$ cat src/rtl/dspm_pkg.sv
// Package of the divisor sum block: constants, operation codes and the
// command and status structs between controller and datapath. No dependencies.
`timescale 1ns / 1ps

package dspm_pkg;

    localparam int DEF_PRIME_TABLE_DEPTH = 8192;
    localparam int DEF_VALUE_WIDTH       = 32;

    localparam int          MODW    = 30;
    localparam logic [29:0] MODULUS = 30'd1000000007;
    localparam int          EXPW    = 38;
    localparam int          CNTW    = 6;
    localparam int          PRIMEW  = 16;
    localparam int          SIEVE_AW   = 16;
    localparam int          SIEVE_ROOT = 256;

    // Datapath operations.
    localparam logic [4:0] OP_NOP       = 5'd0;
    localparam logic [4:0] OP_CLR       = 5'd1;
    localparam logic [4:0] OP_FLAG_RD   = 5'd2;
    localparam logic [4:0] OP_ADD_PRIME = 5'd3;
    localparam logic [4:0] OP_MARK      = 5'd4;
    localparam logic [4:0] OP_NEXT_I    = 5'd5;
    localparam logic [4:0] OP_LOAD      = 5'd6;
    localparam logic [4:0] OP_ZERO_PROD = 5'd7;
    localparam logic [4:0] OP_TBL_RD    = 5'd8;
    localparam logic [4:0] OP_LOAD_P    = 5'd9;
    localparam logic [4:0] OP_DIV_GO    = 5'd10;
    localparam logic [4:0] OP_DIV_TAKE  = 5'd11;
    localparam logic [4:0] OP_NEXT_K    = 5'd12;
    localparam logic [4:0] OP_SET_FACT  = 5'd13;
    localparam logic [4:0] OP_SET_LEFT  = 5'd14;
    localparam logic [4:0] OP_MM_GO     = 5'd15;
    localparam logic [4:0] OP_G_ONE     = 5'd16;
    localparam logic [4:0] OP_G_INC     = 5'd17;
    localparam logic [4:0] OP_POW_NUM   = 5'd18;
    localparam logic [4:0] OP_POW_SHIFT = 5'd19;
    localparam logic [4:0] OP_NUM_INV   = 5'd20;
    localparam logic [4:0] OP_OUT       = 5'd21;

    // Operand and destination pairs of the modular multiplier.
    localparam logic [2:0] MM_P1 = 3'd0;  // p * 1 -> residue of p
    localparam logic [2:0] MM_FM = 3'd1;  // f * m -> series factor
    localparam logic [2:0] MM_AB = 3'd2;  // acc * b -> acc
    localparam logic [2:0] MM_BB = 3'd3;  // b * b -> b
    localparam logic [2:0] MM_NI = 3'd4;  // num * inverse -> series factor
    localparam logic [2:0] MM_PG = 3'd5;  // product * factor -> product

    typedef struct packed {
        logic [4:0] op;
        logic [2:0] mm_sel;
    } t_cmd;

    typedef struct packed {
        logic i_last;
        logic i_small;
        logic flag_q;
        logic mark_end;
        logic tbl_end;
        logic sq_gt;
        logic rem_zero;
        logic m_zero;
        logic rem_gt1;
        logic div_done;
        logic div_zero;
        logic cnt_zero;
        logic mm_done;
        logic r_is1;
        logic r_is0;
        logic e_zero;
        logic e_lsb;
    } t_stat;

endpackage

$ cat src/rtl/dspm_ctrl.sv
// Controller: state machine that runs the sieve after reset, then factors
// each word and forms the series product. Uses dspm_pkg.
`timescale 1ns / 1ps

module dspm_ctrl import dspm_pkg::*; (
    input  logic  i_clk,
    input  logic  i_rst_n,
    input  logic  i_in_valid,
    input  logic  i_out_ready,
    input  t_stat i_stat,
    output t_cmd  o_cmd,
    output logic  o_in_ready,
    output logic  o_out_valid
);

    localparam logic [4:0] ST_CLR       = 5'd0;
    localparam logic [4:0] ST_SV_RD     = 5'd1;
    localparam logic [4:0] ST_SV_CHK    = 5'd2;
    localparam logic [4:0] ST_SV_MARK   = 5'd3;
    localparam logic [4:0] ST_SV_NEXT   = 5'd4;
    localparam logic [4:0] ST_IDLE      = 5'd5;
    localparam logic [4:0] ST_LOAD_CHK  = 5'd6;
    localparam logic [4:0] ST_TBL       = 5'd7;
    localparam logic [4:0] ST_TBL_WAIT  = 5'd8;
    localparam logic [4:0] ST_CMP       = 5'd9;
    localparam logic [4:0] ST_DIV       = 5'd10;
    localparam logic [4:0] ST_DIV_WAIT  = 5'd11;
    localparam logic [4:0] ST_LEFT      = 5'd12;
    localparam logic [4:0] ST_GEO_R     = 5'd13;
    localparam logic [4:0] ST_MM_WAIT   = 5'd14;
    localparam logic [4:0] ST_GEO_CHK   = 5'd15;
    localparam logic [4:0] ST_G_INC     = 5'd16;
    localparam logic [4:0] ST_POW_LOOP  = 5'd17;
    localparam logic [4:0] ST_POW_SQ    = 5'd18;
    localparam logic [4:0] ST_POW_SHIFT = 5'd19;
    localparam logic [4:0] ST_NUM       = 5'd20;
    localparam logic [4:0] ST_G_MUL     = 5'd21;
    localparam logic [4:0] ST_PROD      = 5'd22;
    localparam logic [4:0] ST_AFTER     = 5'd23;
    localparam logic [4:0] ST_FIN       = 5'd24;

    logic [4:0] r_state, n_state;
    logic [4:0] r_ret, n_ret;
    logic       r_inv, n_inv;
    logic       r_left, n_left;
    logic       r_out_valid, n_out_valid;

    // Next state and command.
    always_comb begin
        n_state      = r_state;
        n_ret        = r_ret;
        n_inv        = r_inv;
        n_left       = r_left;
        n_out_valid  = r_out_valid && !i_out_ready;
        o_cmd.op     = OP_NOP;
        o_cmd.mm_sel = MM_P1;
        case (r_state)
            ST_CLR: begin
                o_cmd.op = OP_CLR;
                if (i_stat.i_last) n_state = ST_SV_RD;
            end
            ST_SV_RD: begin
                o_cmd.op = OP_FLAG_RD;
                n_state  = ST_SV_CHK;
            end
            ST_SV_CHK: begin
                if (i_stat.flag_q) begin
                    n_state = ST_SV_NEXT;
                end else begin
                    o_cmd.op = OP_ADD_PRIME;
                    n_state  = i_stat.i_small ? ST_SV_MARK : ST_SV_NEXT;
                end
            end
            ST_SV_MARK: begin
                if (i_stat.mark_end) n_state = ST_SV_NEXT;
                else o_cmd.op = OP_MARK;
            end
            ST_SV_NEXT: begin
                if (i_stat.i_last) begin
                    n_state = ST_IDLE;
                end else begin
                    o_cmd.op = OP_NEXT_I;
                    n_state  = ST_SV_RD;
                end
            end
            ST_IDLE: begin
                if (i_in_valid) begin
                    o_cmd.op = OP_LOAD;
                    n_left   = 1'b0;
                    n_state  = ST_LOAD_CHK;
                end
            end
            ST_LOAD_CHK: begin
                if (i_stat.rem_zero) begin
                    o_cmd.op = OP_ZERO_PROD;
                    n_state  = ST_FIN;
                end else if (i_stat.m_zero) begin
                    n_state = ST_FIN;
                end else begin
                    n_state = ST_TBL;
                end
            end
            ST_TBL: begin
                if (i_stat.tbl_end) begin
                    n_state = ST_LEFT;
                end else begin
                    o_cmd.op = OP_TBL_RD;
                    n_state  = ST_TBL_WAIT;
                end
            end
            ST_TBL_WAIT: begin
                o_cmd.op = OP_LOAD_P;
                n_state  = ST_CMP;
            end
            ST_CMP: begin
                n_state = i_stat.sq_gt ? ST_LEFT : ST_DIV;
            end
            ST_DIV: begin
                o_cmd.op = OP_DIV_GO;
                n_state  = ST_DIV_WAIT;
            end
            ST_DIV_WAIT: begin
                if (i_stat.div_done) begin
                    if (i_stat.div_zero) begin
                        o_cmd.op = OP_DIV_TAKE;
                        n_state  = ST_DIV;
                    end else if (!i_stat.cnt_zero) begin
                        o_cmd.op = OP_SET_FACT;
                        n_state  = ST_GEO_R;
                    end else begin
                        o_cmd.op = OP_NEXT_K;
                        n_state  = ST_TBL;
                    end
                end
            end
            ST_LEFT: begin
                if (i_stat.rem_gt1) begin
                    o_cmd.op = OP_SET_LEFT;
                    n_left   = 1'b1;
                    n_state  = ST_GEO_R;
                end else begin
                    n_state = ST_FIN;
                end
            end
            ST_GEO_R: begin
                o_cmd.op     = OP_MM_GO;
                o_cmd.mm_sel = MM_P1;
                n_ret        = ST_GEO_CHK;
                n_state      = ST_MM_WAIT;
            end
            ST_MM_WAIT: begin
                if (i_stat.mm_done) n_state = r_ret;
            end
            ST_GEO_CHK: begin
                // A residue of one has no inverse of p - 1: the series is e.
                if (i_stat.r_is1) begin
                    o_cmd.op     = OP_MM_GO;
                    o_cmd.mm_sel = MM_FM;
                    n_ret        = ST_G_INC;
                    n_state      = ST_MM_WAIT;
                end else if (i_stat.r_is0) begin
                    o_cmd.op = OP_G_ONE;
                    n_state  = ST_PROD;
                end else begin
                    o_cmd.op = OP_POW_NUM;
                    n_inv    = 1'b0;
                    n_state  = ST_POW_LOOP;
                end
            end
            ST_G_INC: begin
                o_cmd.op = OP_G_INC;
                n_state  = ST_PROD;
            end
            ST_POW_LOOP: begin
                if (i_stat.e_zero) begin
                    n_state = r_inv ? ST_G_MUL : ST_NUM;
                end else if (i_stat.e_lsb) begin
                    o_cmd.op     = OP_MM_GO;
                    o_cmd.mm_sel = MM_AB;
                    n_ret        = ST_POW_SQ;
                    n_state      = ST_MM_WAIT;
                end else begin
                    n_state = ST_POW_SQ;
                end
            end
            ST_POW_SQ: begin
                o_cmd.op     = OP_MM_GO;
                o_cmd.mm_sel = MM_BB;
                n_ret        = ST_POW_SHIFT;
                n_state      = ST_MM_WAIT;
            end
            ST_POW_SHIFT: begin
                o_cmd.op = OP_POW_SHIFT;
                n_state  = ST_POW_LOOP;
            end
            ST_NUM: begin
                o_cmd.op = OP_NUM_INV;
                n_inv    = 1'b1;
                n_state  = ST_POW_LOOP;
            end
            ST_G_MUL: begin
                o_cmd.op     = OP_MM_GO;
                o_cmd.mm_sel = MM_NI;
                n_ret        = ST_PROD;
                n_state      = ST_MM_WAIT;
            end
            ST_PROD: begin
                o_cmd.op     = OP_MM_GO;
                o_cmd.mm_sel = MM_PG;
                n_ret        = ST_AFTER;
                n_state      = ST_MM_WAIT;
            end
            ST_AFTER: begin
                if (r_left) begin
                    n_state = ST_FIN;
                end else begin
                    o_cmd.op = OP_NEXT_K;
                    n_state  = ST_TBL;
                end
            end
            ST_FIN: begin
                if (!r_out_valid || i_out_ready) begin
                    o_cmd.op    = OP_OUT;
                    n_out_valid = 1'b1;
                    n_state     = ST_IDLE;
                end
            end
            default: begin
                n_state = ST_IDLE;
            end
        endcase
    end

    // State registers.
    always_ff @(posedge i_clk) begin
        if (!i_rst_n) begin
            r_state     <= ST_CLR;
            r_ret       <= ST_IDLE;
            r_inv       <= 1'b0;
            r_left      <= 1'b0;
            r_out_valid <= 1'b0;
        end else begin
            r_state     <= n_state;
            r_ret       <= n_ret;
            r_inv       <= n_inv;
            r_left      <= n_left;
            r_out_valid <= n_out_valid;
        end
    end

    assign o_in_ready  = (r_state == ST_IDLE);
    assign o_out_valid = r_out_valid;

endmodule

$ cat config.mk
export PLATFORM = sky130hd
export DESIGN_NAME = dspm_ctrl
export DESIGN_NICKNAME = d
export VERILOG_FILES = /design/src/rtl/dspm_pkg.sv /design/src/rtl/dspm_ctrl.sv
export SDC_FILE = /design/constraint.sdc
export NUM_CORES = 1
export LEC_CHECK = 0
export BUFFER_PORTS_ARGS = -buffer_cell sky130_fd_sc_hd__buf_2
export CAP_MARGIN = 10
export CORE_AREA = 2 2 55 57
export CTS_CLUSTER_SIZE = 8
export DETAILED_ROUTE_END_ITERATION = 10
export DIE_AREA = 0 0 57 59
export PLACE_DENSITY = 0.77
export REMOVE_ABC_BUFFERS = 1
export SYNTH_ARGS = -nofsm -noshare
export SYNTH_HDL_FRONTEND = slang
export SYNTH_SLANG_ARGS = --single-unit
$ cat constraint.sdc
create_clock -name i_clk -period 2.07 [get_ports i_clk]
set_clock_uncertainty 0.1 [all_clocks]
set_input_delay 0.414 -clock i_clk [delete_from_list [all_inputs] [get_ports i_clk]]
set_output_delay 0.414 -clock i_clk [all_outputs]
set_load 0.005 [all_outputs]
After elaboration in Yosys (flattened, before gate mapping)
Index checks and enable logic that the tools add are counted.
- $add $sub $neg: 0
- multipliers: 0
- divide/modulo/power cells: 0
- order comparisons: 0
- eq/ne operators: 36
- shift operators: 0
- muxes and demuxes: 54
- bitwise gates (word level): 0
- reductions and logical operators: 14
- operators by type and width (cell ; count):
    $pmux W5 S21 ; 1
    $pmux W5 S20 ; 1
    $mux W5 ; 18
    $eq A5 B5 Y1 const B ; 9
    $eq A5 B4 Y1 const B ; 8
    $mux W3 ; 11
    $pmux W5 S6 ; 1
    $mux W4 ; 6
    $ne A2 B2 Y1 const B ; 12
    $eq A5 B3 Y1 const B ; 4
    $pmux W3 S5 ; 1
    $mux W7 ; 2
    $eq A5 B2 Y1 const B ; 2
    $mux W1 ; 9
    $reduce_and A3 Y1 ; 2
    $reduce_and A6 Y1 ; 1
    $reduce_bool A6 Y1 ; 1
    $eq A5 B1 Y1 const B ; 1
    $logic_not A5 Y1 ; 1
    $mux W2 ; 2
    $pmux W1 S2 ; 2
    $reduce_and A4 Y1 ; 1
    $reduce_bool A2 Y1 ; 2
    $reduce_or A4 Y1 ; 1
    4 further kinds ; 5
- flip-flop bits (word level): 13
- latch bits: 0
- RAM bits: 0
- memory bits (read-only): 0
- input port bits: 21
- output and inout bits: 10
- word-level logic and storage cells: 109
- memories kept: 0

Longest topological paths before layout
- depth after elaboration: 4
- depth in mapped cells: 7
- gate-level depth less buffers: 5

Least setup slack after synthesis
Ideal clock, no wire load.
- kind: register to output
- start point: register r_state[0]
- end point: output o_cmd[5] (netlist bit)
- arrival: 1437 ps
- setup slack: 119 ps
- stages on the path, launching flop included: 7
- buffers on the path: 2
- cell sequence: dfxtp_1 buf_4 buf_2 a32o_1 a22o_1 a31oi_1 o2111ai_1
- RTL lines (element ; RTL line ; source):
    start: declaration ; dspm_ctrl.sv:42 ; logic [4:0] r_state, n_state;
    start signal: assignment ; dspm_ctrl.sv:243 ; r_state <= n_state;
    end: declaration ; dspm_ctrl.sv:11 ; output t_cmd o_cmd,

==> impl_metrics.env <==
export IMPL_fin_crit_sh_pct=113
export IMPL_synth_top_area_share_pct=18.5
export IMPL_rows=19
export IMPL_synth_most_common_cell="nor2_1"
export IMPL_synth_top_cells_by_count="nor2_1, a21oi_1, dfxtp_1, nor2b_1"
export IMPL_max_stage_delay_ns=0.41
export IMPL_dp_slack_ns=-0.146
export IMPL_critPathTopFamily="compound AO/OA/AOI/OAI gates"
export IMPL_ys_types=61
export IMPL_cts_root_buf="clkbuf_4"
export IMPL_gp_congestion=0.990
export IMPL_p_per_area_nw_per_um2=1010
export IMPL_num_vias=1993
export IMPL_tritoncts="done"
export IMPL_finalWorstSetupSlack_ns=-0.279
export IMPL_crit_start="r_state[0]"
export IMPL_place_hpwl_mm=4.06
export IMPL_coreArea_um2=2710
export IMPL_dieArea_um2=3360
export IMPL_drv_cap=0
export IMPL_rsz0062_at_grt="yes"
export IMPL_reg2reg_from="r_state[4]"
export IMPL_critPathMaxFanout=5
export IMPL_numCtsBuffers=3
export IMPL_maxSlewHeadroom_pct=68.2
export IMPL_final_hold_viol_count=0
export IMPL_vias_per_cell=6.60
export IMPL_worst_path_buf_inv=4
export IMPL_area_growth_pct=50.9
export IMPL_htreeDepth=1
export IMPL_crit_path_cell_trace="buf_6 > buf_4 > buf_4 > a2111oi_2 > a21oi_1 > o2111ai_1 > buf_2"
export IMPL_totalWireLength_mm=5.85
export IMPL_hold_buffers=0
export IMPL_synthArstFlopShare_pct=0
export IMPL_max_freq_ghz=0.426
export IMPL_grt_max_degree=13
export IMPL_status="complete, but fails checks"
export IMPL_initial_core_util_pct=51.9
export IMPL_slowest_stage="a2111oi_2"
export IMPL_first_iter_violations=139
export IMPL_worst_slew_pin_slew_ns=0.466
export IMPL_wl_per_cell_um=19.4
export IMPL_cp_start_kind="flip-flop"
export IMPL_route_antenna_remaining_nets=0
export IMPL_worst_hold_slack_ns=0.265
export IMPL_syn_cell_area_um2=1410
export IMPL_synth_area_leader_cell="dfxtp_1"
export IMPL_fin_crit_ns=2.35
export IMPL_irDropWorstVdd_mv=0.888
export IMPL_ys_flop_type="dfxtp_1"
export IMPL_slew_violations=0
export IMPL_grt_use_total_pct=34.1
export IMPL_holdCritStartpoint="i_in_valid"
export IMPL_synth_edff_count=0
export IMPL_setup_viol=5
export IMPL_grt_pass1_vias=1900
export IMPL_route_detailed_drc=0
export IMPL_crit_path_end_kind="output pin"
export IMPL_p_leak_nw=0.928
export IMPL_ios=31
export IMPL_cp_common_cell="buf_4"
export IMPL_ys_seq_elements=13
export IMPL_required_ns=1.56
export IMPL_clockBufferDepth=2
export IMPL_antenna_found_initial=0
export IMPL_synth_warnings=0
export IMPL_nNetsFinal=293
export IMPL_r2r_setup_slack_ns=0
export IMPL_avgSynthCellArea_um2=7.29
export IMPL_diodes=0
export IMPL_violations="setup timing"
export IMPL_clkSinkCount=13
export IMPL_drive_gt1_share_pct=46.1
export IMPL_path_class="reg2out"
export IMPL_syn_inst=193
export IMPL_synth_seq_area_share_pct=18.5
export IMPL_fp_dieH_um=59
export IMPL_total_power_mw=2.15
export IMPL_portBuffers=30
export IMPL_clk_pin_slew_worst_paths_ns=0.08
export IMPL_holdCritPathClass="in2reg"
export IMPL_worstPathArrival_ns=1.83
export IMPL_dr_pass1_iters=7
export IMPL_ys_top_cells_by_area="dfxtp_1, a21oi_1, nor2_1, nor2b_1, nand2b_1"
export IMPL_grt_pass1_wl_mm=8.85
export IMPL_die_x_um=57
export IMPL_worstSkewPairLatency_ns=0.28
export IMPL_grt_overflow_total=0
[layer usage]
layer	wire length, µm	track usage, %	share of wire, %
met2	2630	54.7	45
met3	586	5.46	10
met4	335	19.9	5.7
met5	0	0	0
met1	2300	43.4	39
[where the power goes]
group | total [mW] | switching, mW | internal (mW)
Combinational | 1.61 | 0.817 | 0.796
Sequential | 0.372 | 0.0730 | 0.299
Clock | 0.164 | 0.0894 | 0.0749
[kinds of logic after synthesis]
| kind of cell | share of synthesized area [%] |
|---|---|
| XOR/XNOR | 0.623 |
| multiplexers | 2.14 |
| AO/OA/AOI/OAI | 34.5 |
| buffers and inverters | 7.12 |
| flip-flops | 18.5 |
| AND/OR/NAND/NOR | 37.1 |
[flip-flops by register name, summed over array words and instances (netlist names)]
signal and count:
r_ret 5, r_left 1, o_out_valid 1, r_inv 1, r_state 5
[metrics by stage]
step	cell area (µm²)	instances	utilization [%]	TNS (ns)
2_1_floorplan	1340	181	-	-0.296
3_3_place_gp	1910	291	70.3	-0.219
3_5_place_dp	1910	291	70.3	-0.371
4_1_cts	2060	299	75.9	-0.878
5_1_grt	2120	302	78.3	-1.48
6_report	2120	302	78.3	-1.04
[repair_timing]
action,CTS,global route
pin swaps,5,6
setup buffers,4,3
gates cloned,0,0
endpoints found under the setup margin,9,10
resized for setup,25,8
[cell type report]
class	instances	area (µm²)
clock buffer	4	26.3
fill	191	588
inverter	8	30.0
multi-input combinational	160	1150
sequential	13	274
tap	31	38.8
timing repair buffer	86	607
[path summary, 6_finish.rpt]
| check | end | depth (start not counted) |
|---|---|---|
| worst max-delay path | o_cmd[3] | 7 |
| worst min-delay path | r_left | 2 |
| worst max register to register | r_state[2] | 6 |
| worst min register to register | r_ret[4] | 2 |
[layout by cell type (no fill, tap or decap), types with 3 or more instances in the layout]
cell / instances
nor2_1: 15
o2111ai_1: 3
nand2b_1: 8
o22ai_1: 6
nor3_1: 3
buf_6: 3
nand2_1: 8
a21o_1: 4
mux2i_1: 3
nor2b_1: 9
buf_2: 30
a21oi_1: 12
nand3_1: 7
a31oi_1: 3
nor2_2: 3
nand4_1: 3
buf_4: 51
inv_1: 6
o21ai_0: 9
and3_1: 3
dfxtp_4: 3
clkbuf_4: 3
nor3b_1: 3
a2111oi_2: 3
dfxtp_1: 8
Power figures use the tool's default switching activity.
